`src/hw/rtl/assert_macros.svh`:
```
// ---------------------------------------------------------------------------
// Assertion macros shared by the RTL
// ---------------------------------------------------------------------------
`ifndef ASSERT_MACROS_SVH
`define ASSERT_MACROS_SVH
`ifndef SYNTH
`define SCCR_ASSERT(name, clk, rst_n, prop) \
    name: assert property (@(posedge clk) disable iff (!rst_n) prop) \
        else $error("assertion failed");
`define SCCR_ASSERT_NR(name, clk, prop) \
    name: assert property (@(posedge clk) prop) \
        else $error("assertion failed");
`else
`define SCCR_ASSERT(name, clk, rst_n, prop)
`define SCCR_ASSERT_NR(name, clk, prop)
`endif
`endif

```
`src/hw/rtl/sccr_pkg.sv`:
```
// ---------------------------------------------------------------------------
// sccr_pkg
// Shared types and codes for the sector cache clock replacement engine.
// ---------------------------------------------------------------------------
`default_nettype none
package sccr_pkg;
    localparam int SLOT_W = 6;
    localparam int TAG_W  = 32;

    localparam logic [1:0] FUNC_READ  = 2'd0;
    localparam logic [1:0] FUNC_WRITE = 2'd1;
    localparam logic [1:0] FUNC_FLUSH = 2'd2;

    // update applied by the cell holding the token
    typedef struct packed {
        logic             wr_tag;
        logic [TAG_W-1:0] tag;
        logic             set_valid;
        logic             set_ref;
        logic             clr_ref;
        logic             set_dirty;
        logic             clr_dirty;
    } cell_ops_t;

    // cell contents, zero unless the cell holds the token
    typedef struct packed {
        logic             valid;
        logic             dirty;
        logic             ref_bit;
        logic [TAG_W-1:0] tag;
    } cell_state_t;
endpackage
`default_nettype wire

```
`src/hw/rtl/sccr_cell.sv`:
```
// ---------------------------------------------------------------------------
// sccr_cell
// One cache slot: tag, flags and a scan token passed to the next cell.
// ---------------------------------------------------------------------------
`default_nettype none
module sccr_cell
(
    input  wire logic                 clk,
    input  wire logic                 rst_n,
    input  wire logic                 tok_load_en,
    input  wire logic                 tok_load_bit,
    input  wire logic                 tok_shift,
    input  wire logic                 tok_in,
    output logic                      tok,
    input  wire sccr_pkg::cell_ops_t  ops,
    output sccr_pkg::cell_state_t     view,
    output logic                      dv
);
    logic                       valid_reg, valid_next;
    logic                       dirty_reg, dirty_next;
    logic                       ref_reg, ref_next;
    logic                       tok_reg, tok_next;
    logic [sccr_pkg::TAG_W-1:0] tag_reg, tag_next;

    always_comb
    begin
        valid_next = valid_reg;
        dirty_next = dirty_reg;
        ref_next   = ref_reg;
        tag_next   = tag_reg;
        if (tok_reg)
        begin
            if (ops.set_valid) valid_next = 1'b1;
            if (ops.wr_tag)    tag_next   = ops.tag;
            if (ops.clr_ref)   ref_next   = 1'b0;
            if (ops.set_ref)   ref_next   = 1'b1;
            if (ops.clr_dirty) dirty_next = 1'b0;
            if (ops.set_dirty) dirty_next = 1'b1;
        end
        if (tok_load_en)
            tok_next = tok_load_bit;
        else if (tok_shift)
            tok_next = tok_in;
        else
            tok_next = tok_reg;
    end

    always_ff @(posedge clk or negedge rst_n)
    begin
        if (!rst_n)
        begin
            valid_reg <= 1'b0;
            dirty_reg <= 1'b0;
            ref_reg   <= 1'b0;
            tok_reg   <= 1'b0;
        end
        else
        begin
            valid_reg <= valid_next;
            dirty_reg <= dirty_next;
            ref_reg   <= ref_next;
            tok_reg   <= tok_next;
        end
    end

    always_ff @(posedge clk)
    begin
        tag_reg <= tag_next;
    end

    assign tok          = tok_reg;
    assign dv           = valid_reg & dirty_reg;
    assign view.valid   = tok_reg & valid_reg;
    assign view.dirty   = tok_reg & dirty_reg;
    assign view.ref_bit = tok_reg & ref_reg;
    assign view.tag     = tok_reg ? tag_reg : '0;
endmodule
`default_nettype wire

```
`src/hw/rtl/sector_cache_clock_replacement_top.sv`:
```
// ---------------------------------------------------------------------------
// sector_cache_clock_replacement_top
// Tag lookup and clock (second-chance) replacement for a sector cache.
// ---------------------------------------------------------------------------
// A request is taken when start is high and busy is low. A token walks the
// row of slot cells one slot per cycle while it scans. Read/write: lookup
// scans slots from 0 and stops on the first match; a miss fills the first
// invalid slot or, with every slot valid, runs a clock sweep from the slot
// after the hand. Flush scans slots 0 up to the last dirty one, one slot per
// cycle, and issues one result as the token passes each dirty slot; a flush
// with nothing dirty, or an unused code, gives one result with only last set.
// Results appear on result_valid for one cycle and cannot be held off.
`default_nettype none
`include "assert_macros.svh"
module sector_cache_clock_replacement_top
#(
    parameter int SLOT_COUNT = 64
)
(
    input  wire logic                        clk,
    input  wire logic                        rst_n,
    input  wire logic                        start,
    output logic                             busy,
    input  wire logic [1:0]                  func,
    input  wire logic [sccr_pkg::TAG_W-1:0]  sector,
    output logic                             result_valid,
    output logic [sccr_pkg::SLOT_W-1:0]      slot,
    output logic                             hit,
    output logic                             fill,
    output logic                             writeback,
    output logic [sccr_pkg::TAG_W-1:0]       writeback_sector,
    output logic                             last
);
    localparam int IDX_W = $clog2(SLOT_COUNT);
    localparam logic [IDX_W-1:0] IDX_LAST = IDX_W'(SLOT_COUNT - 1);

    localparam logic [2:0] ST_IDLE  = 3'd0;
    localparam logic [2:0] ST_LOOK  = 3'd1;
    localparam logic [2:0] ST_FILL  = 3'd2;
    localparam logic [2:0] ST_SWEEP = 3'd3;
    localparam logic [2:0] ST_FLUSH = 3'd4;

    logic [2:0]                 state_reg, state_next;
    logic [IDX_W-1:0]           idx_reg, idx_next;
    logic [IDX_W-1:0]           free_reg, free_next;
    logic                       have_free_reg, have_free_next;
    logic [IDX_W-1:0]           hand_reg, hand_next;
    logic                       wr_reg, wr_next;
    logic [sccr_pkg::TAG_W-1:0] sector_reg, sector_next;

    logic                       rv_reg, rv_next;
    logic [IDX_W-1:0]           slot_reg, slot_next;
    logic                       hit_reg, hit_next;
    logic                       fill_reg, fill_next;
    logic                       wb_reg, wb_next;
    logic [sccr_pkg::TAG_W-1:0] wbs_reg, wbs_next;
    logic                       last_reg, last_next;

    logic                       tok_load_en;
    logic [IDX_W-1:0]           load_idx;
    logic                       tok_shift;
    sccr_pkg::cell_ops_t        ops;
    sccr_pkg::cell_state_t      views [SLOT_COUNT];
    sccr_pkg::cell_state_t      sel;
    logic [SLOT_COUNT-1:0]      tok_vec;
    logic [SLOT_COUNT-1:0]      dv_vec;
    logic                       dirty_later;
    logic [IDX_W-1:0]           idx_adv;
    logic [IDX_W-1:0]           hand_adv;

    genvar g;
    generate
        for (g = 0; g < SLOT_COUNT; g++)
        begin : g_cell
            sccr_cell u_cell
            (
                .clk          (clk),
                .rst_n        (rst_n),
                .tok_load_en  (tok_load_en),
                .tok_load_bit (load_idx == IDX_W'(g)),
                .tok_shift    (tok_shift),
                .tok_in       (tok_vec[(g + SLOT_COUNT - 1) % SLOT_COUNT]),
                .tok          (tok_vec[g]),
                .ops          (ops),
                .view         (views[g]),
                .dv           (dv_vec[g])
            );
        end
    endgenerate

    always_comb
    begin
        sel         = '0;
        dirty_later = 1'b0;
        for (int i = 0; i < SLOT_COUNT; i++)
        begin
            sel = sel | views[i];
            if (IDX_W'(i) > idx_reg)
                dirty_later = dirty_later | dv_vec[i];
        end
    end

    assign idx_adv  = (idx_reg == IDX_LAST) ? '0 : idx_reg + 1'b1;
    assign hand_adv = (hand_reg == IDX_LAST) ? '0 : hand_reg + 1'b1;

    always_comb
    begin
        state_next     = state_reg;
        idx_next       = idx_reg;
        free_next      = free_reg;
        have_free_next = have_free_reg;
        hand_next      = hand_reg;
        wr_next        = wr_reg;
        sector_next    = sector_reg;
        rv_next        = 1'b0;
        slot_next      = slot_reg;
        hit_next       = hit_reg;
        fill_next      = fill_reg;
        wb_next        = wb_reg;
        wbs_next       = wbs_reg;
        last_next      = last_reg;
        tok_load_en    = 1'b0;
        load_idx       = '0;
        tok_shift      = 1'b0;
        ops            = '0;
        ops.tag        = sector_reg;

        case (state_reg)
            ST_IDLE:
            begin
                if (start)
                begin
                    wr_next     = (func == sccr_pkg::FUNC_WRITE);
                    sector_next = sector;
                    idx_next    = '0;
                    tok_load_en = 1'b1;
                    if (func == sccr_pkg::FUNC_READ || func == sccr_pkg::FUNC_WRITE)
                    begin
                        have_free_next = 1'b0;
                        state_next     = ST_LOOK;
                    end
                    else if (func == sccr_pkg::FUNC_FLUSH && (|dv_vec))
                        state_next = ST_FLUSH;
                    else
                    begin
                        // empty flush or unused code: one result, all zero but last
                        rv_next   = 1'b1;
                        slot_next = '0;
                        hit_next  = 1'b0;
                        fill_next = 1'b0;
                        wb_next   = 1'b0;
                        wbs_next  = '0;
                        last_next = 1'b1;
                    end
                end
            end
            ST_LOOK:
            begin
                if (sel.valid && sel.tag == sector_reg)
                begin
                    ops.set_ref   = 1'b1;
                    ops.set_dirty = wr_reg;
                    rv_next       = 1'b1;
                    slot_next     = idx_reg;
                    hit_next      = 1'b1;
                    fill_next     = 1'b0;
                    wb_next       = 1'b0;
                    wbs_next      = '0;
                    last_next     = 1'b1;
                    state_next    = ST_IDLE;
                end
                else
                begin
                    if (!sel.valid && !have_free_reg)
                    begin
                        have_free_next = 1'b1;
                        free_next      = idx_reg;
                    end
                    if (idx_reg == IDX_LAST)
                    begin
                        tok_load_en = 1'b1;
                        if (have_free_reg || !sel.valid)
                        begin
                            load_idx   = have_free_reg ? free_reg : idx_reg;
                            idx_next   = load_idx;
                            state_next = ST_FILL;
                        end
                        else
                        begin
                            load_idx   = hand_adv;
                            idx_next   = hand_adv;
                            state_next = ST_SWEEP;
                        end
                    end
                    else
                    begin
                        tok_shift = 1'b1;
                        idx_next  = idx_adv;
                    end
                end
            end
            ST_FILL:
            begin
                ops.set_valid = 1'b1;
                ops.wr_tag    = 1'b1;
                ops.set_ref   = 1'b1;
                ops.set_dirty = wr_reg;
                rv_next       = 1'b1;
                slot_next     = idx_reg;
                hit_next      = 1'b0;
                fill_next     = 1'b1;
                wb_next       = 1'b0;
                wbs_next      = '0;
                last_next     = 1'b1;
                state_next    = ST_IDLE;
            end
            ST_SWEEP:
            begin
                if (sel.ref_bit)
                begin
                    // second chance: clear and move on
                    ops.clr_ref = 1'b1;
                    tok_shift   = 1'b1;
                    idx_next    = idx_adv;
                end
                else
                begin
                    hand_next     = idx_reg;
                    ops.wr_tag    = 1'b1;
                    ops.set_ref   = 1'b1;
                    ops.clr_dirty = 1'b1;
                    ops.set_dirty = wr_reg;
                    rv_next       = 1'b1;
                    slot_next     = idx_reg;
                    hit_next      = 1'b0;
                    fill_next     = 1'b1;
                    wb_next       = sel.dirty;
                    wbs_next      = sel.dirty ? sel.tag : '0;
                    last_next     = 1'b1;
                    state_next    = ST_IDLE;
                end
            end
            ST_FLUSH:
            begin
                tok_shift = 1'b1;
                idx_next  = idx_adv;
                if (sel.valid && sel.dirty)
                begin
                    ops.clr_dirty = 1'b1;
                    rv_next       = 1'b1;
                    slot_next     = idx_reg;
                    hit_next      = 1'b0;
                    fill_next     = 1'b0;
                    wb_next       = 1'b1;
                    wbs_next      = sel.tag;
                    last_next     = !dirty_later;
                    if (!dirty_later)
                        state_next = ST_IDLE;
                end
            end
            default:
            begin
                state_next = ST_IDLE;
            end
        endcase
    end

    always_ff @(posedge clk or negedge rst_n)
    begin
        if (!rst_n)
        begin
            state_reg     <= ST_IDLE;
            idx_reg       <= '0;
            free_reg      <= '0;
            have_free_reg <= 1'b0;
            hand_reg      <= '0;
            wr_reg        <= 1'b0;
            rv_reg        <= 1'b0;
        end
        else
        begin
            state_reg     <= state_next;
            idx_reg       <= idx_next;
            free_reg      <= free_next;
            have_free_reg <= have_free_next;
            hand_reg      <= hand_next;
            wr_reg        <= wr_next;
            rv_reg        <= rv_next;
        end
    end

    always_ff @(posedge clk)
    begin
        sector_reg <= sector_next;
        slot_reg   <= slot_next;
        hit_reg    <= hit_next;
        fill_reg   <= fill_next;
        wb_reg     <= wb_next;
        wbs_reg    <= wbs_next;
        last_reg   <= last_next;
    end

    assign busy             = (state_reg != ST_IDLE);
    assign result_valid     = rv_reg;
    assign slot             = (sccr_pkg::SLOT_W)'(slot_reg);
    assign hit              = hit_reg;
    assign fill             = fill_reg;
    assign writeback        = wb_reg;
    assign writeback_sector = wbs_reg;
    assign last             = last_reg;

    // finishing an item always coincides with its final transfer
    `SCCR_ASSERT(a_done_last, clk, rst_n, $fell(busy) |-> (result_valid && last))
    // a non-final transfer means the item is still being worked on
    `SCCR_ASSERT(a_more_busy, clk, rst_n, (result_valid && !last) |-> busy)
    // exactly one cell is examined while scanning
    `SCCR_ASSERT(a_tok_onehot, clk, rst_n, busy |-> $onehot(tok_vec))
    `SCCR_ASSERT_NR(a_rst_quiet, clk, !rst_n |-> !result_valid)
endmodule
`default_nettype wire
```
`config.mk`:
```
export PLATFORM = sky130hd
export DESIGN_NAME = sector_cache_clock_replacement_top
export DESIGN_NICKNAME = d
export VERILOG_FILES = /design/src/hw/rtl/sccr_pkg.sv /design/src/hw/rtl/sccr_cell.sv /design/src/hw/rtl/sector_cache_clock_replacement_top.sv
export VERILOG_INCLUDE_DIRS = /design/src /design/src/hw/rtl
export SDC_FILE = /design/constraint.sdc
export NUM_CORES = 2
export LEC_CHECK = 0
export BUFFER_PORTS_ARGS = -buffer_cell sky130_fd_sc_hd__buf_2
export CAP_MARGIN = 20
export CORE_AREA = 2 2 552 554
export CTS_CLUSTER_SIZE = 25
export DETAILED_ROUTE_END_ITERATION = 6
export DIE_AREA = 0 0 554 556
export HOLD_SLACK_MARGIN = 0.12
export PLACE_DENSITY = 0.49
export SLEW_MARGIN = 20
export SYNTH_ARGS = -nofsm -noshare
export SYNTH_HDL_FRONTEND = slang
export SYNTH_SLANG_ARGS = --single-unit
```
`constraint.sdc`:
```
create_clock -name clk -period 6.36 [get_ports clk]
set_input_delay 0 -clock clk [delete_from_list [all_inputs] [get_ports clk]]
set_output_delay 0 -clock clk [all_outputs]
set_load 0.03 [all_outputs]
```
* Word-level counts from Yosys, hierarchy flattened
Index checks and enable logic that the tools add are counted.
** Word-level totals
- Register bits :: 2402
- Bits of input ports :: 37
- Output and inout bits :: 44
- Word-level logic and storage cells :: 1495
** Cells by class
- Add/sub/neg operators :: 2
- $lt $le $gt $ge :: 64
- Equality and inequality tests :: 85
- Muxes and demuxes :: 343
- Bitwise operators :: 384
- Reduce and logical (&&, ||, !) cells :: 283
** Operators with widths (count)
- two-way mux 32 bit :: 71
- OR 35 bit :: 63
- AND reduction 2 bit :: 258
- AND 1 bit :: 256
- two-way mux 1 bit :: 230
- == test 6 bit (second input constant) :: 34
- > comparator 6 bit (first input constant) :: 32
- one-hot mux 32 bit (5 select lines) :: 1
- two-way mux 6 bit :: 17
- == test 6 x 5 -> 1 bit (second input constant) :: 16
- > comparator 5 x 6 -> 1 bit (first input constant) :: 16
- OR reduction 64 bit :: 1
- OR 1 bit :: 63
- == test 6 x 4 -> 1 bit (second input constant) :: 8
- > comparator 4 x 6 -> 1 bit (first input constant) :: 8
- == test 32 bit :: 1
- one-hot mux 6 bit (5 select lines) :: 1
- one-hot mux 1 bit (5 select lines) :: 5
- == test 6 x 3 -> 1 bit (second input constant) :: 4
- > comparator 3 x 6 -> 1 bit (first input constant) :: 4
- two-way mux 3 bit :: 8
- one-hot mux 6 bit (4 select lines) :: 1
- inequality test 2 bit (second input constant) :: 11
- adder 6 x 1 -> 6 bit (second input constant) :: 2
- other kinds (30) :: 50

* Depth between registers and ports, before layout
- Depth after elaboration :: 131
- Depth in mapped cells :: 15
- Gate-level depth less buffers :: 12

* Hierarchy
Synthesis repeated with hierarchy kept, for this count alone.
** Unflattened totals
- Cell total of the unflattened synthesis :: 6814
- Area total of the unflattened synthesis :: 98735.9 µm²
** By module, submodules not included
- sccr_cell :: instances 64, cells each 85, area each 1378.8 µm², seq. area each 1061.0 µm²
- sector_cache_clock_replacement_top :: instances 1, cells each 1374, area each 10491.3 µm², seq. area each 2822.7 µm²

* Worst setup path after synthesis
Ideal clock, no wire load.
- Kind :: register to register
- Start point :: register g_cell[21].u_cell.tok_reg
- End point :: register fill_reg, in the netlist fill, enable pin
- Library setup time :: 0.402 ns
- Arrival time :: 4.107 ns
- Data required time :: 5.958 ns
- Path slack :: 1.852 ns
- Cell stages (with the launch flop) :: 14
- Clock period less this slack :: 4.508 ns
- Cell sequence :: dfrtp_1 -> clkbuf_1 -> a22o_1 -> a221oi_1 -> nand4_1 -> or4_1 -> xor2_1 -> or4_4 -> nor4_2 -> nand3_1 -> o21bai_2 -> buf_4 -> buf_4 -> or2_1
** Between the ends
- Longest elaborated chain between the ends :: 48
** Ends and longest elaborated chain
- from (decl) :: RTL line sccr_cell.sv:22 : logic tok_reg, tok_next;
- from (signal assigned) :: RTL line sccr_cell.sv:62 : tok_reg <= tok_next;
- two-way mux 32 bit :: RTL line sccr_cell.sv:76 : assign view.tag = tok_reg ? tag_reg : '0;
- OR 35 bit (*) (43 in a row) :: RTL line sector_cache_clock_replacement_top.sv:97 : sel = sel | views[i];
- == test 32 bit :: RTL line sector_cache_clock_replacement_top.sv:159 : if (sel.valid && sel.tag == sector_reg)
- logical AND 1 bit :: RTL line sector_cache_clock_replacement_top.sv:159
- inequality test 2 bit (no line)
- AND reduction 7 bit (no line) (*)
- to (signal assigned) :: RTL line sector_cache_clock_replacement_top.sv:297 : fill_reg <= fill_next;
- to (decl) :: RTL line sector_cache_clock_replacement_top.sv:54 : logic fill_reg, fill_next;
Mark *: on every way between the ends. The rest lies on a longest branch, timed or not.
A chain may end at the register's enable or synchronous reset.

* Worst setup path after layout
- Start point :: register g_cell[20].u_cell.tok_reg
- End point :: register free_reg[3]
** Between the ends
- Longest elaborated chain between the ends :: 49
** Ends and longest elaborated chain
- from (decl) :: RTL line sccr_cell.sv:22
- from (signal assigned) :: RTL line sccr_cell.sv:62
- two-way mux 32 bit :: RTL line sccr_cell.sv:76
- OR 35 bit (*) (44 in a row) :: RTL line sector_cache_clock_replacement_top.sv:97
- == test 32 bit :: RTL line sector_cache_clock_replacement_top.sv:159
- logical AND 1 bit :: RTL line sector_cache_clock_replacement_top.sv:159
- inverter 1 bit (no line)
- AND reduction 3 bit (no line) (*)
- to (signal assigned) :: RTL line sector_cache_clock_replacement_top.sv:284 : free_reg <= free_next;
- to (decl) :: RTL line sector_cache_clock_replacement_top.sv:45 : logic [IDX_W-1:0] free_reg, free_next;
Marks and branches as above.

==> impl_metrics.ini <==
[power_and_ir_drop]
p_sw_mw = 18.7
p_int_mw = 30.0
p_comb_share_pct = 22.4
swShare_pct = 38.4
p_per_area_nw_per_um2 = 451
leakage_nw = 35.9
p_clk_share_pct = 30.9
seq_power_share_pct = 46.7
ir_drop_mv = 0.334

[synth]
yosysSeqAreaShare_pct = 78.3
synth_top_family_by_area = compound AO/OA/AOI/OAI gates
synth-simple-area-share_pct = 4.04
synth_mux_area_share_pct = 0.184
synth_edf_count = 2122
synth_xor_area_share_pct = 0.340
synthTopCellsByArea = edfxtp_1 (71%), dfrtp_1 (7.8%), a22o_1 (6.1%), a221oi_1 (5.4%), clkbuf_1 (1.3%)
synth_fa_ha_area_share_pct = 0.0693
synthDominantCellAreaShare_pct = 70.6
synth-seq-cells = 2402
yosysTopAreaCell = edfxtp_1
syn_nets = 5280
synth-compound-area-share_pct = 15.0
ys.flop_type = edfxtp_1
ys_async_sr_fraction_pct = 11.7
yosysWarnings = 0
avgSynthCellArea_um2 = 17.2
synth_cells = 5238
synth.distinct_cells = 71
synth_area_um2 = 90300

[floorplan]
rows = 202
core_um2 = 302000
fp.dieW_um = 554
die_h_um = 556
num_io_pins = 81
initial_core_util_pct = 29.9
die-area_um2 = 308000

[clock_tree]
path_clk_slew_ns = 0.06
cts_buffer_depth = 4
cts_buffers = 269
clkSinkCount = 2402
clkLatencyLatePin_ns = 0.88
clk_root_buffer_cell = clkbuf_16
cts_max_level = 5
ctsHoldBuffers = 75
post_cts_buffers = 0
cts.repair.resized = 0
cts_tree = built

[global_route]
grt_pass1_vias = 57404
antenna_found_initial = 31
grt_usage_pct = 27.2
grt_max_degree = 146
grt_remaining_overflow = 0
grt_first_pass_wirelength_um = 562000

[timing]
setup_violations = 0
hold_violations = 0
drv_slew = 0
clock_skew_ns = 0.0824
rsz0062_at_grt = false
maxSlewHeadroom_pct = 18.3
finalSetupTns_ns = 0
worst_pin_slew_ns = 1.22
fin_crit_sh_pct = 97.7
hold_ws_ns = 0.178
max_freq_ghz = 0.161
period_needed_ns = 6.21

[flow_run]
drv_cap = 0

[worst_hold_path]
min_from = func[1]
hold_path_class = primary input to register

[finish]
fill_cells = 28189
syn_to_final_growth_pct = 19.6
fin_nets = 5684
largest_reg_flops = 2048
final-seq-area_um2 = 71000
multiInputGateArea_um2 = 17900
layout-drive-gt1-share_pct = 17.3

[placed_design]
port_buffers = 80
gp_congestion = 0.897
dp_hpwl_um = 254000

[route]
drtAntennaViolNets = 0
firstDrtPassIters = 7
wire_per_inst_um = 43.9
vias_per_cell = 6.41
num_vias = 62940
drtIter0Drc = 12617
drc = 0
wl_um = 431000

[worst_setup_path]
endpoint_kind = register
startpoint = g_cell[20].u_cell.tok
critPathLaunchType = register
r2r-start = g_cell[20].u_cell.tok
cp_data_required_time_ns = 7.06
reg2reg_slack_ns = 0.15
critical_path.max_fanout = 66
arrival_ns = 6.91
crit_type = register to register

[status]
status = finished clean
## cells in the final DEF, fill, tap and decap left out, drive strengths merged, types with 9 or more instances in the layout
cell	synthesis	routed
edfxtp	2122	2122
a22o	629	629
a221oi	561	561
buf	135	496
clkbuf	302	340
dfrtp	280	280
nand2	193	193
nand4	156	156
and2	100	100
clkinv	1	100
o21ai	93	93
a21oi	89	89
nand3	84	84
a31oi	78	78
dlygate4sd3	0	74
a32o	66	66
a21o	65	65
nor2	48	48
or4	37	37
xor2	20	20
inv	11	19
nor3	17	17
xnor2	15	15
a22oi	14	14
mux2	13	13
bufinv	0	13
diode	0	11
nand2b	10	10
nor2b	9	9
## layer usage
| metal | routed length, um | vias to the layer above | global-route usage (%) |
|---|---|---|---|
| met5 | 177 | - | 0 |
| li1 | - | 22828 | - |
| met4 | 21700 | 14 | 12.1 |
| met3 | 55200 | 1007 | 5.85 |
| met1 | 163000 | 33553 | 37.4 |
| met2 | 191000 | 5538 | 41.3 |
## power by group through the flow
stage | Sequential, mW | Clock (mW) | Combinational (mW)
after floorplan | 18.9 | 0 | 5.48
after global placement | 22.8 | 0 | 10.4
after detailed placement | 22.8 | 0 | 10.4
after CTS | 22.4 | 15.1 | 10.4
after global routing | 22.4 | 15.7 | 10.9
final | 22.7 | 15.1 | 10.9
## cell families (layout without fill, tap and decap cells)
family | count (synthesis) | after routing
muxes | 15 | 15
buffers and inverters | 449 | 1047
AOI/OAI and AO/OA | 1647 | 1647
and+or+nand+nor | 685 | 685
DFF | 2402 | 2402
adders and majority gates | 5 | 5
other | 0 | 11
xor gates and xnor gates | 35 | 35
## final timing paths
check                                        endpoint  depth (start not counted)
setup / recovery                          free_reg[3]                         12
hold / removal                          have_free_reg                          4
setup reg to reg                          free_reg[3]                         12
hold reg to reg            g_cell[8].u_cell.valid_reg                          1
max in group asynchronous   g_cell[44].u_cell.ref_reg                          4
min in group asynchronous                 hand_reg[3]                          4
## Yosys cell counts (3+ instances only)
| cell type | instances |
|---|---|
| edfxtp_1 | 2122 |
| a22o_1 | 629 |
| a221oi_1 | 561 |
| clkbuf_1 | 302 |
| dfrtp_1 | 280 |
| nand2_1 | 193 |
| nand4_1 | 155 |
| and2_1 | 99 |
| buf_2 | 98 |
| o21ai_0 | 90 |
| a21oi_1 | 89 |
| nand3_1 | 84 |
| a31oi_1 | 78 |
| a32o_1 | 66 |
| a21o_1 | 65 |
| nor2_1 | 48 |
| or4_1 | 36 |
| buf_1 | 24 |
| xor2_1 | 20 |
| nor3_1 | 17 |
| xnor2_1 | 15 |
| a22oi_1 | 14 |
| mux2_2 | 13 |
| buf_4 | 12 |
| inv_1 | 11 |
| nand2b_1 | 10 |
| nor2b_1 | 9 |
| o211ai_1 | 8 |
| nand3b_1 | 7 |
| nor4_1 | 6 |
| o31ai_1 | 6 |
| ha_1 | 5 |
| a211oi_1 | 4 |
| a41oi_1 | 4 |
| and3_1 | 4 |
| and3b_1 | 4 |
| a32oi_1 | 3 |
| o21ai_1 | 3 |
## through the flow
stage	instances	cell area [um2]	utilization [%]	setup WS, ns	total power [mW]
after CTS	9814	108000	35.7	0.400	48.0
after global placement	9273	98900	32.7	-0.122	33.1
after global routing	9815	108000	35.7	0.133	49.0
after detailed placement	9274	98900	32.7	0.407	33.1
final	9825	108000	35.7	0.145	48.7
after floorplan	5238	90300	-	1.85	24.4
## layout make-up
cell class,instances,area share [%]
antenna,11,0.0255
clock buffer,340,6.70
clock inverter,125,0.950
inverter,12,0.0440
multi-input combinational,2387,16.6
sequential,2402,65.7
tap,3978,4.61
timing repair buffer,570,5.31
## critical path, cell delays in order, from the launching register on
cell      delay (ns)
dfrtp_4         0.89
buf_4           0.41
a22o_1          0.22
a221oi_1        0.38
nand4_1         0.24
or4_1           0.73
xor2_1          0.29
nor4_2          0.90
and4_1          0.58
nand3_2         0.20
buf_4           0.40
nand3_1         0.41
mux2_2          0.38
Power figures use the tool's default switching activity.
